<file path="config.mk">
export PLATFORM = sky130hd
export DESIGN_NAME = sine_maclaurin_series_flat
export DESIGN_NICKNAME = d
export VERILOG_FILES = /design/src/rtl/smac_pkg.sv /design/src/rtl/smac_intf.sv /design/src/rtl/sine_maclaurin_series.sv /design/src/flat_wrapper.sv
export SDC_FILE = /design/constraint.sdc
export NUM_CORES = 2
export LEC_CHECK = 0
export ABC_AREA = 1
export BUFFER_PORTS_ARGS = -buffer_cell sky130_fd_sc_hd__buf_2
export CORE_MARGIN = 5
export CORE_UTILIZATION = 50
export DETAILED_ROUTE_END_ITERATION = 8
export GPL_TIMING_DRIVEN = 0
export PLACE_DENSITY_LB_ADDON = 0.15
export SLEW_MARGIN = 10
export SYNTH_ARGS = -nofsm -noshare
export SYNTH_HDL_FRONTEND = slang
export SYNTH_SLANG_ARGS = --single-unit
</file>
<file path="constraint.sdc">
create_clock -name clk -period 13.1 [get_ports clk]
set_input_delay 1.31 -clock clk [delete_from_list [all_inputs] [get_ports clk]]
set_output_delay 1.31 -clock clk [all_outputs]
set_load 0.02 [all_outputs]
</file>
<file path="src/rtl/smac_pkg.sv">
`timescale 1ns / 1ps
// ----------------------------------------------------------------------------
// smac_pkg
// Types, formats and the reciprocal table for the Maclaurin sine evaluator.
// ----------------------------------------------------------------------------
package smac_pkg;

  localparam int ANGLE_W = 32;
  localparam int VALUE_W = 40;
  localparam int COUNT_W = 5;
  localparam int WORD_W  = 64;
  localparam int ACC_W   = 128;
  localparam int HALF_W  = 32;

  // angle is Q3.28, working words are Q.48
  localparam int ANGLE_SHIFT = 20;
  localparam int FRAC_SHIFT  = 20;
  localparam int FRAC_BITS   = 48;

  localparam logic [COUNT_W-1:0] TERM_COUNT_RESET = 5'd8;

  localparam logic [WORD_W-1:0] MAG_LIMIT = 64'h7FFF_FFFF_FFFF_FFFF;
  localparam logic [WORD_W-1:0] WORD_MAX  = 64'h7FFF_FFFF_FFFF_FFFF;
  localparam logic [WORD_W-1:0] WORD_MIN  = 64'h8000_0000_0000_0000;
  localparam logic [VALUE_W-1:0] OUT_MAX  = 40'h7F_FFFF_FFFF;
  localparam logic [VALUE_W-1:0] OUT_MIN  = 40'h80_0000_0000;

  localparam logic [2:0] MUL_LAST = 3'd4;

  localparam int RECIP_DEPTH = 32;
  localparam int RECIP_IW    = 5;
  localparam logic [WORD_W-1:0] ONE_Q48 = 64'd1 << FRAC_BITS;

  // round(2^48 / ((2n)(2n+1))), halves up; entry zero unused
  localparam logic [47:0] RECIP_Q48 [RECIP_DEPTH] = '{
    48'd0,
    48'((ONE_Q48 + 64'd3)    / 64'd6),
    48'((ONE_Q48 + 64'd10)   / 64'd20),
    48'((ONE_Q48 + 64'd21)   / 64'd42),
    48'((ONE_Q48 + 64'd36)   / 64'd72),
    48'((ONE_Q48 + 64'd55)   / 64'd110),
    48'((ONE_Q48 + 64'd78)   / 64'd156),
    48'((ONE_Q48 + 64'd105)  / 64'd210),
    48'((ONE_Q48 + 64'd136)  / 64'd272),
    48'((ONE_Q48 + 64'd171)  / 64'd342),
    48'((ONE_Q48 + 64'd210)  / 64'd420),
    48'((ONE_Q48 + 64'd253)  / 64'd506),
    48'((ONE_Q48 + 64'd300)  / 64'd600),
    48'((ONE_Q48 + 64'd351)  / 64'd702),
    48'((ONE_Q48 + 64'd406)  / 64'd812),
    48'((ONE_Q48 + 64'd465)  / 64'd930),
    48'((ONE_Q48 + 64'd528)  / 64'd1056),
    48'((ONE_Q48 + 64'd595)  / 64'd1190),
    48'((ONE_Q48 + 64'd666)  / 64'd1332),
    48'((ONE_Q48 + 64'd741)  / 64'd1482),
    48'((ONE_Q48 + 64'd820)  / 64'd1640),
    48'((ONE_Q48 + 64'd903)  / 64'd1806),
    48'((ONE_Q48 + 64'd990)  / 64'd1980),
    48'((ONE_Q48 + 64'd1081) / 64'd2162),
    48'((ONE_Q48 + 64'd1176) / 64'd2352),
    48'((ONE_Q48 + 64'd1275) / 64'd2550),
    48'((ONE_Q48 + 64'd1378) / 64'd2756),
    48'((ONE_Q48 + 64'd1485) / 64'd2970),
    48'((ONE_Q48 + 64'd1596) / 64'd3192),
    48'((ONE_Q48 + 64'd1711) / 64'd3422),
    48'((ONE_Q48 + 64'd1830) / 64'd3660),
    48'((ONE_Q48 + 64'd1953) / 64'd3906)
  };

  typedef enum logic [2:0] {
    S_IDLE,
    S_PREP,
    S_MUL,
    S_WB,
    S_SUM,
    S_ROUND,
    S_OUT
  } state_t;

  typedef enum logic [1:0] {
    OP_SQUARE,
    OP_XSQ,
    OP_RECIP
  } mul_op_t;

endpackage

</file>
<file path="src/rtl/smac_intf.sv">
`timescale 1ns / 1ps
// ----------------------------------------------------------------------------
// smac channel interfaces
// Valid/ready channels for the angle, the result and the term count.
// ----------------------------------------------------------------------------
interface smac_angle_if;
  logic                             valid;
  logic                             ready;
  logic [smac_pkg::ANGLE_W-1:0]     angle;

  modport source (output valid, output angle, input ready);
  modport sink   (input valid, input angle, output ready);
endinterface

interface smac_result_if;
  logic                             valid;
  logic                             ready;
  logic [smac_pkg::VALUE_W-1:0]     sine_value;
  logic                             saturated;

  modport source (output valid, output sine_value, output saturated, input ready);
  modport sink   (input valid, input sine_value, input saturated, output ready);
endinterface

interface smac_count_if;
  logic                             valid;
  logic                             ready;
  logic [smac_pkg::COUNT_W-1:0]     term_count;

  modport source (output valid, output term_count, input ready);
  modport sink   (input valid, input term_count, output ready);
endinterface

</file>
<file path="src/rtl/sine_maclaurin_series.sv">
`timescale 1ns / 1ps
// Series length: the term count clamped to MAX_TERMS; a count of zero goes
//   straight to rounding and gives zero.
// Requests: one at a time; the next is taken in the cycle after the result is
//   taken. Each 64x64 product runs setup, 4 passes of the one shared 32x32
//   multiplier, one drain and writeback; two products per term.
// Reset: synchronous, active high; term count returns to 8, block goes idle.
// ----------------------------------------------------------------------------
// sine_maclaurin_series
// Truncated Maclaurin sine series in Q.48 on a shared multi-cycle multiplier.
// ----------------------------------------------------------------------------
module sine_maclaurin_series #(
  parameter int MAX_TERMS = 16
) (
  input  logic                  clk,
  input  logic                  rst,
  smac_angle_if.sink            operand,
  smac_result_if.source         result,
  smac_count_if.sink            setup
);

  localparam int KW = $clog2(MAX_TERMS + 1);

  smac_pkg::state_t  state, state_next;
  smac_pkg::mul_op_t op, op_next;

  logic [smac_pkg::COUNT_W-1:0] term_count;
  logic [KW-1:0]                term_lim;
  logic [KW-1:0]                n, n_next, n_inc;
  logic [2:0]                   ph, ph_next;

  logic [smac_pkg::WORD_W-1:0]  x, x_next;
  logic [smac_pkg::WORD_W-1:0]  x2, x2_next;
  logic [smac_pkg::WORD_W-1:0]  term, term_next;
  logic [smac_pkg::WORD_W-1:0]  sum, sum_next;
  logic [smac_pkg::WORD_W-1:0]  opa, opa_next;
  logic [smac_pkg::WORD_W-1:0]  opb, opb_next;
  logic [smac_pkg::WORD_W-1:0]  ma, mb;
  logic                         neg;
  logic [smac_pkg::WORD_W-1:0]  pp;
  logic [smac_pkg::ACC_W-1:0]   acc, acc_next;
  logic [smac_pkg::VALUE_W-1:0] res_value, res_value_next;
  logic                         res_sat, res_sat_next;

  logic [smac_pkg::HALF_W-1:0]  a_half, b_half;
  logic [smac_pkg::WORD_W-1:0]  mul_prod;
  logic [smac_pkg::ACC_W-1:0]   addend;
  logic [smac_pkg::WORD_W-1:0]  mul_mag, mul_res;
  logic [smac_pkg::WORD_W-1:0]  sum_add, sum_sat;
  logic                         sum_ovf;
  logic [44:0]                  rnd;
  logic                         rnd_fits;
  logic [smac_pkg::WORD_W-1:0]  x_in, recip_word;

  assign term_lim = (32'(term_count) > MAX_TERMS) ? KW'(MAX_TERMS) : KW'(term_count);
  assign n_inc    = n + KW'(1);

  assign operand.ready     = (state == smac_pkg::S_IDLE);
  assign setup.ready       = 1'b1;
  assign result.valid      = (state == smac_pkg::S_OUT);
  assign result.sine_value = res_value;
  assign result.saturated  = res_sat;

  assign x_in = {{12{operand.angle[smac_pkg::ANGLE_W-1]}}, operand.angle,
                 {smac_pkg::ANGLE_SHIFT{1'b0}}};
  assign recip_word = {16'd0, smac_pkg::RECIP_Q48[smac_pkg::RECIP_IW'(n)]};

  // partial product order: a0*b0, a0*b1, a1*b0, a1*b1
  assign a_half   = (ph == 3'd2 || ph == 3'd3) ? ma[63:32] : ma[31:0];
  assign b_half   = (ph == 3'd1 || ph == 3'd3) ? mb[63:32] : mb[31:0];
  assign mul_prod = a_half * b_half;

  always_comb begin
    case (ph)
      3'd1:    addend = {64'd0, pp};
      3'd2:    addend = {32'd0, pp, 32'd0};
      3'd3:    addend = {32'd0, pp, 32'd0};
      3'd4:    addend = {pp, 64'd0};
      default: addend = '0;
    endcase
  end

  // truncate to 48 fraction bits, clamp magnitude, restore sign
  assign mul_mag = (|acc[127:111]) ? smac_pkg::MAG_LIMIT : {1'b0, acc[110:48]};
  assign mul_res = neg ? (~mul_mag + 64'd1) : mul_mag;

  assign sum_add = sum + term;
  assign sum_ovf = (sum[63] == term[63]) && (sum_add[63] != term[63]);
  assign sum_sat = sum_ovf ? (term[63] ? smac_pkg::WORD_MIN : smac_pkg::WORD_MAX) : sum_add;

  // floor(sum / 2^20 + 1/2)
  assign rnd      = {sum[63], sum[63:20]} + {44'd0, sum[smac_pkg::FRAC_SHIFT-1]};
  assign rnd_fits = (rnd[44:39] == 6'b000000) || (rnd[44:39] == 6'b111111);

  always_comb begin
    state_next     = state;
    op_next        = op;
    n_next         = n;
    ph_next        = ph;
    x_next         = x;
    x2_next        = x2;
    term_next      = term;
    sum_next       = sum;
    opa_next       = opa;
    opb_next       = opb;
    acc_next       = acc;
    res_value_next = res_value;
    res_sat_next   = res_sat;
    case (state)
      smac_pkg::S_IDLE: begin
        if (operand.valid) begin
          x_next   = x_in;
          opa_next = x_in;
          opb_next = x_in;
          op_next  = smac_pkg::OP_SQUARE;
          if (term_lim == '0) begin
            sum_next   = '0;
            state_next = smac_pkg::S_ROUND;
          end else begin
            state_next = smac_pkg::S_PREP;
          end
        end
      end
      smac_pkg::S_PREP: begin
        ph_next    = '0;
        acc_next   = '0;
        state_next = smac_pkg::S_MUL;
      end
      smac_pkg::S_MUL: begin
        acc_next = acc + addend;
        ph_next  = ph + 3'd1;
        if (ph == smac_pkg::MUL_LAST) begin
          state_next = smac_pkg::S_WB;
        end
      end
      smac_pkg::S_WB: begin
        case (op)
          smac_pkg::OP_SQUARE: begin
            x2_next   = mul_res;
            sum_next  = x;
            term_next = x;
            n_next    = KW'(1);
            if (term_lim > KW'(1)) begin
              opa_next   = x;
              opb_next   = mul_res;
              op_next    = smac_pkg::OP_XSQ;
              state_next = smac_pkg::S_PREP;
            end else begin
              state_next = smac_pkg::S_ROUND;
            end
          end
          smac_pkg::OP_XSQ: begin
            opa_next   = mul_res;
            opb_next   = recip_word;
            op_next    = smac_pkg::OP_RECIP;
            state_next = smac_pkg::S_PREP;
          end
          smac_pkg::OP_RECIP: begin
            term_next  = ~mul_res + 64'd1;
            state_next = smac_pkg::S_SUM;
          end
          default: begin
            state_next = smac_pkg::S_IDLE;
          end
        endcase
      end
      smac_pkg::S_SUM: begin
        sum_next = sum_sat;
        n_next   = n_inc;
        if (n_inc < term_lim) begin
          opa_next   = term;
          opb_next   = x2;
          op_next    = smac_pkg::OP_XSQ;
          state_next = smac_pkg::S_PREP;
        end else begin
          state_next = smac_pkg::S_ROUND;
        end
      end
      smac_pkg::S_ROUND: begin
        if (rnd_fits) begin
          res_value_next = rnd[39:0];
          res_sat_next   = 1'b0;
        end else begin
          res_value_next = rnd[44] ? smac_pkg::OUT_MIN : smac_pkg::OUT_MAX;
          res_sat_next   = 1'b1;
        end
        state_next = smac_pkg::S_OUT;
      end
      smac_pkg::S_OUT: begin
        if (result.ready) begin
          state_next = smac_pkg::S_IDLE;
        end
      end
      default: begin
        state_next = smac_pkg::S_IDLE;
      end
    endcase
  end

  always_ff @(posedge clk) begin
    if (rst) begin
      state      <= smac_pkg::S_IDLE;
      term_count <= smac_pkg::TERM_COUNT_RESET;
    end else begin
      state <= state_next;
      if (setup.valid) begin
        term_count <= setup.term_count;
      end
    end
  end

  always_ff @(posedge clk) begin
    op        <= op_next;
    n         <= n_next;
    ph        <= ph_next;
    x         <= x_next;
    x2        <= x2_next;
    term      <= term_next;
    sum       <= sum_next;
    opa       <= opa_next;
    opb       <= opb_next;
    acc       <= acc_next;
    res_value <= res_value_next;
    res_sat   <= res_sat_next;
    pp        <= mul_prod;
    // operand magnitudes latched ahead of the multiply passes
    if (state == smac_pkg::S_PREP) begin
      ma  <= opa[63] ? (~opa + 64'd1) : opa;
      mb  <= opb[63] ? (~opb + 64'd1) : opb;
      neg <= opa[63] ^ opb[63];
    end
  end

`ifndef SYNTHESIS
  a_sat_extreme: assert property (@(posedge clk) disable iff (rst)
    (result.valid && result.saturated) |->
      (result.sine_value == smac_pkg::OUT_MAX || result.sine_value == smac_pkg::OUT_MIN))
    else $error("saturated flag without a clipped value");

  a_zero_terms: assert property (@(posedge clk) disable iff (rst)
    (operand.valid && operand.ready && term_lim == '0) |-> ##2
      (result.valid && result.sine_value == '0 && !result.saturated))
    else $error("zero term count did not give zero");

  a_no_early_result: assert property (@(posedge clk) disable iff (rst)
    (operand.valid && operand.ready) |=> !result.valid)
    else $error("result shown right after request");

  a_phase_range: assert property (@(posedge clk) disable iff (rst)
    (state == smac_pkg::S_MUL) |-> (ph <= smac_pkg::MUL_LAST))
    else $error("multiply phase out of range");
`endif

endmodule

</file>
<file path="src/flat_wrapper.sv">
// flat-port wrapper written by rule: the top's interface ports become plain ports
module sine_maclaurin_series_flat 
#(
  parameter int MAX_TERMS = 16
)
  (clk, rst, operand_valid, operand_angle, operand_ready, result_valid, result_sine_value, result_saturated, result_ready, setup_valid, setup_term_count, setup_ready);
  smac_angle_if operand_i ();
  smac_result_if result_i ();
  smac_count_if setup_i ();
  input  logic clk;
  input  logic rst;
  input wire logic [$bits(operand_i.valid)-1:0] operand_valid;
  input wire logic [$bits(operand_i.angle)-1:0] operand_angle;
  output wire logic [$bits(operand_i.ready)-1:0] operand_ready;
  output wire logic [$bits(result_i.valid)-1:0] result_valid;
  output wire logic [$bits(result_i.sine_value)-1:0] result_sine_value;
  output wire logic [$bits(result_i.saturated)-1:0] result_saturated;
  input wire logic [$bits(result_i.ready)-1:0] result_ready;
  input wire logic [$bits(setup_i.valid)-1:0] setup_valid;
  input wire logic [$bits(setup_i.term_count)-1:0] setup_term_count;
  output wire logic [$bits(setup_i.ready)-1:0] setup_ready;
  assign operand_i.valid = operand_valid;
  assign operand_i.angle = operand_angle;
  assign operand_ready = operand_i.ready;
  assign result_valid = result_i.valid;
  assign result_sine_value = result_i.sine_value;
  assign result_saturated = result_i.saturated;
  assign result_i.ready = result_ready;
  assign setup_i.valid = setup_valid;
  assign setup_i.term_count = setup_term_count;
  assign setup_ready = setup_i.ready;
  sine_maclaurin_series #(.MAX_TERMS(MAX_TERMS)) u_core (.clk(clk), .rst(rst), .operand(operand_i), .result(result_i), .setup(setup_i));
endmodule
</file>
==> out/metrics.csv <==
metric,value,unit
status,"complete, but fails checks",
violated checks,capacitance limit,
Reg2Reg Depth,29,
Worst Clk Skew,61.7,ps
R2R setup slack,2260,ps
number of port buffers,83,
crit-path max cell delay,930,ps
initial antenna violation count,19,
Area contributors post-synth,"edfxtp_1 (24%), fa_1 (21%), inv_1 (8.7%)",
RSZ-0062 raised after global routing,false,
cell taking the most area after synthesis,edfxtp_1,
drt initial violations,9584,
sequential area share after synthesis,0.254,
class of the most critical setup path,reg2reg,
drt pass-1 iters,7,
Slew HR,0.0119,
Reg2Reg Launch Point,u_core.ph[0],
Post-CTS Setup Inserts,0,
hpwl dp,306,mm
r2r endpoint,u_core.pp[62],
Routed WL per cell,27.3,um
Final setup viols,0,
Netlist cell types,70,
synthesized area per cell,7.85,um2
final global-route overflow total,0,
"most common cell after layout, fill and taps aside",inv_1,
first-pass GRT wire length,514,mm
Initial Utilization,0.502,
startpoint types,register,
actual slew at the worst max-slew pin,1470,ps
clock slew at reported path FFs,60,ps
CTS Hold Bufs,0,
synthesized cell area,83900,um2
DRC Markers,0,
WP data required,13710,ps
number of H-tree levels,3,
antenna-violating nets left,0,
die width,420,um
nature of the critical path endpoint,register,
number of global-route vias before repair,75700,
boundary pin count,86,
Synth top area share,0.236,
largest net degree at the start of global routing,97,
core box area,167000,um2
row cnt,150,
drt total wl,360,mm
fin crit share,0.828,
hold path start,u_core.term_count[3],
most frequent cells in the layout,"inv_1 (1937), nand2_1 (1894), nor2_1 (1623)",
Mapped Nets,12100,
number of synthesized flops with an enable pin,660,
worst skew pair latency,760,ps
Total Die Area,176000,um2
Hold Crit Class,reg2reg,
Critical Path Fanout Max,10,
yosys warns,0,
hold_ws,484,ps
routability congestion estimate,1.11,
vias per cell,5.94,
CP most frequent cell,fa_1,
end point of the worst hold path,u_core.term_count[3],
Post-synth ARST share,0,
via count,78300,
max cap viols,1,
crit path DAT,11460,ps
dominant synthesized flop cell,edfxtp_1,
GRT Total Usage,0.403,
Final min period,10840,ps
Clock Path Buffers,3,
area delta synth->final,8.10,%
share of layout cells above drive strength 1,0.0428,
Yosys reg bits,732,
clock sink count,732,
WHS Path Cells,2,
# resized after CTS,0,
max-slew violations,0,
slowest CP cell,o21ai_0,
CTS buffer count,87,
# nets final,12300,
Fill cells,16100,
die height,420,um
Mapped Cells,10700,
CTS tree,built,
maximum clock rate,0.0922,GHz
hold violation count in the final report,0,
CTS root buf,clkbuf_16,
[cells by family after synthesis]
group                    Yosys count  synth area share
buffers and inverters           2306             0.104
XOR/XNOR                         301            0.0315
AND/OR/NAND/NOR                 4165             0.204
adder cells (fa/ha/maj)         1376             0.286
AO/OA/AOI/OAI                   1795             0.121
flip-flops                       732             0.254
other                              1         0.0000447
[worst max-delay path: cells and delay by family (launching register included)]
kind	cells	cell delay, ps
AOI/OAI and AO/OA	6	2380
buffers and inverters	8	2100
DFF	1	440
xor gates and xnor gates	1	160
and+or+nand+nor	3	680
adders and majority gates	11	4910
[area by class of cell]
cell class	instances	area, um2	area share
Buffer	334	1350	0.0149
Clock buffer	113	2310	0.0255
Timing Repair Buffer	123	1070	0.0118
Sequential cell	732	21300	0.235
Clock inverter	47	488	0.00538
Inverter	1972	7410	0.0817
Antenna cell	7	17.5	0.000193
Multi-Input combinational cell	7638	54000	0.595
Tap cell	2204	2760	0.0304
[metrics by stage]
step,cell area (um2),util,setup TNS (ps),instances,setup WS [ps]
2_1_floorplan,83900,-,0,10700,2660
3_3_place_gp,87000,0.521,-504480,13000,-3900
3_5_place_dp,87800,0.526,0,13000,2470
4_1_cts,90600,0.543,0,13200,2420
5_1_grt,90600,0.543,0,13200,1910
6_report,90600,0.543,0,13200,2260
[worst max path at each step]
stage / from / to / slack, ps / cells past startpoint
after global placement: u_core.state[1] / u_core.acc[5] / -3900 / 3
after floorplan: u_core.state[1] / u_core.acc[0] / 2660 / 3
final: u_core.ph[0] / u_core.pp[62] / 2260 / 29
after CTS: u_core.ph[0] / u_core.pp[47] / 2420 / 33
after detailed placement: u_core.ph[0] / u_core.pp[47] / 2470 / 33
after global routing: u_core.ph[0] / u_core.pp[53] / 1910 / 32
[cell usage after synthesis, types with 9 or more instances]
cell          n
a211oi_1      9
nand2_1    1894
nand4_1      87
nor4_1       36
clkbuf_1    293
o22ai_1      83
fa_1        898
buf_1        14
o21ai_0     609
o2111ai_1    47
o21a_1       87
o311ai_0     12
a21boi_0     21
clkinv_1     27
xor2_1      203
nor2_4       14
ha_1        477
nor2_1     1629
nand4_2      10
dfxtp_1      72
nand2_2      35
a21o_1       12
nand3b_1     16
nor2_2       38
a21oi_1     641
nor3_1      101
buf_2        17
xnor2_1      97
nand3_1     234
or2_2        41
o31ai_1      12
o21ai_1      56
edfxtp_1    660
a31oi_1      83
o211ai_1     53
o21bai_1     23
inv_1      1938
o41ai_1       9
[metal layers]
metal	up-vias	share of wire	GRT usage	routed length, um
met5	-	0.00032	0	115
met4	16	0.070	0.229	25200
met3	1003	0.12	0.118	41800
met2	4495	0.42	0.599	153000
met1	38200	0.39	0.529	140000
li1	34500	-	-	-
[registers in the layout (all words and copies together), names as in the netlist, 3 cells and up]
register,flops
u_core.acc,128
u_core.ma,64
u_core.mb,64
u_core.opa,64
u_core.opb,64
u_core.pp,64
u_core.sum,64
u_core.term,64
u_core.x2,64
u_core.result.sine_value,40
u_core.x,32
u_core.n,5
u_core.term_count,5
u_core.ph,3
u_core.state,3
Power is not shown: default switching activity piles up to over one toggle a cycle in this logic, so the estimate is an artifact.
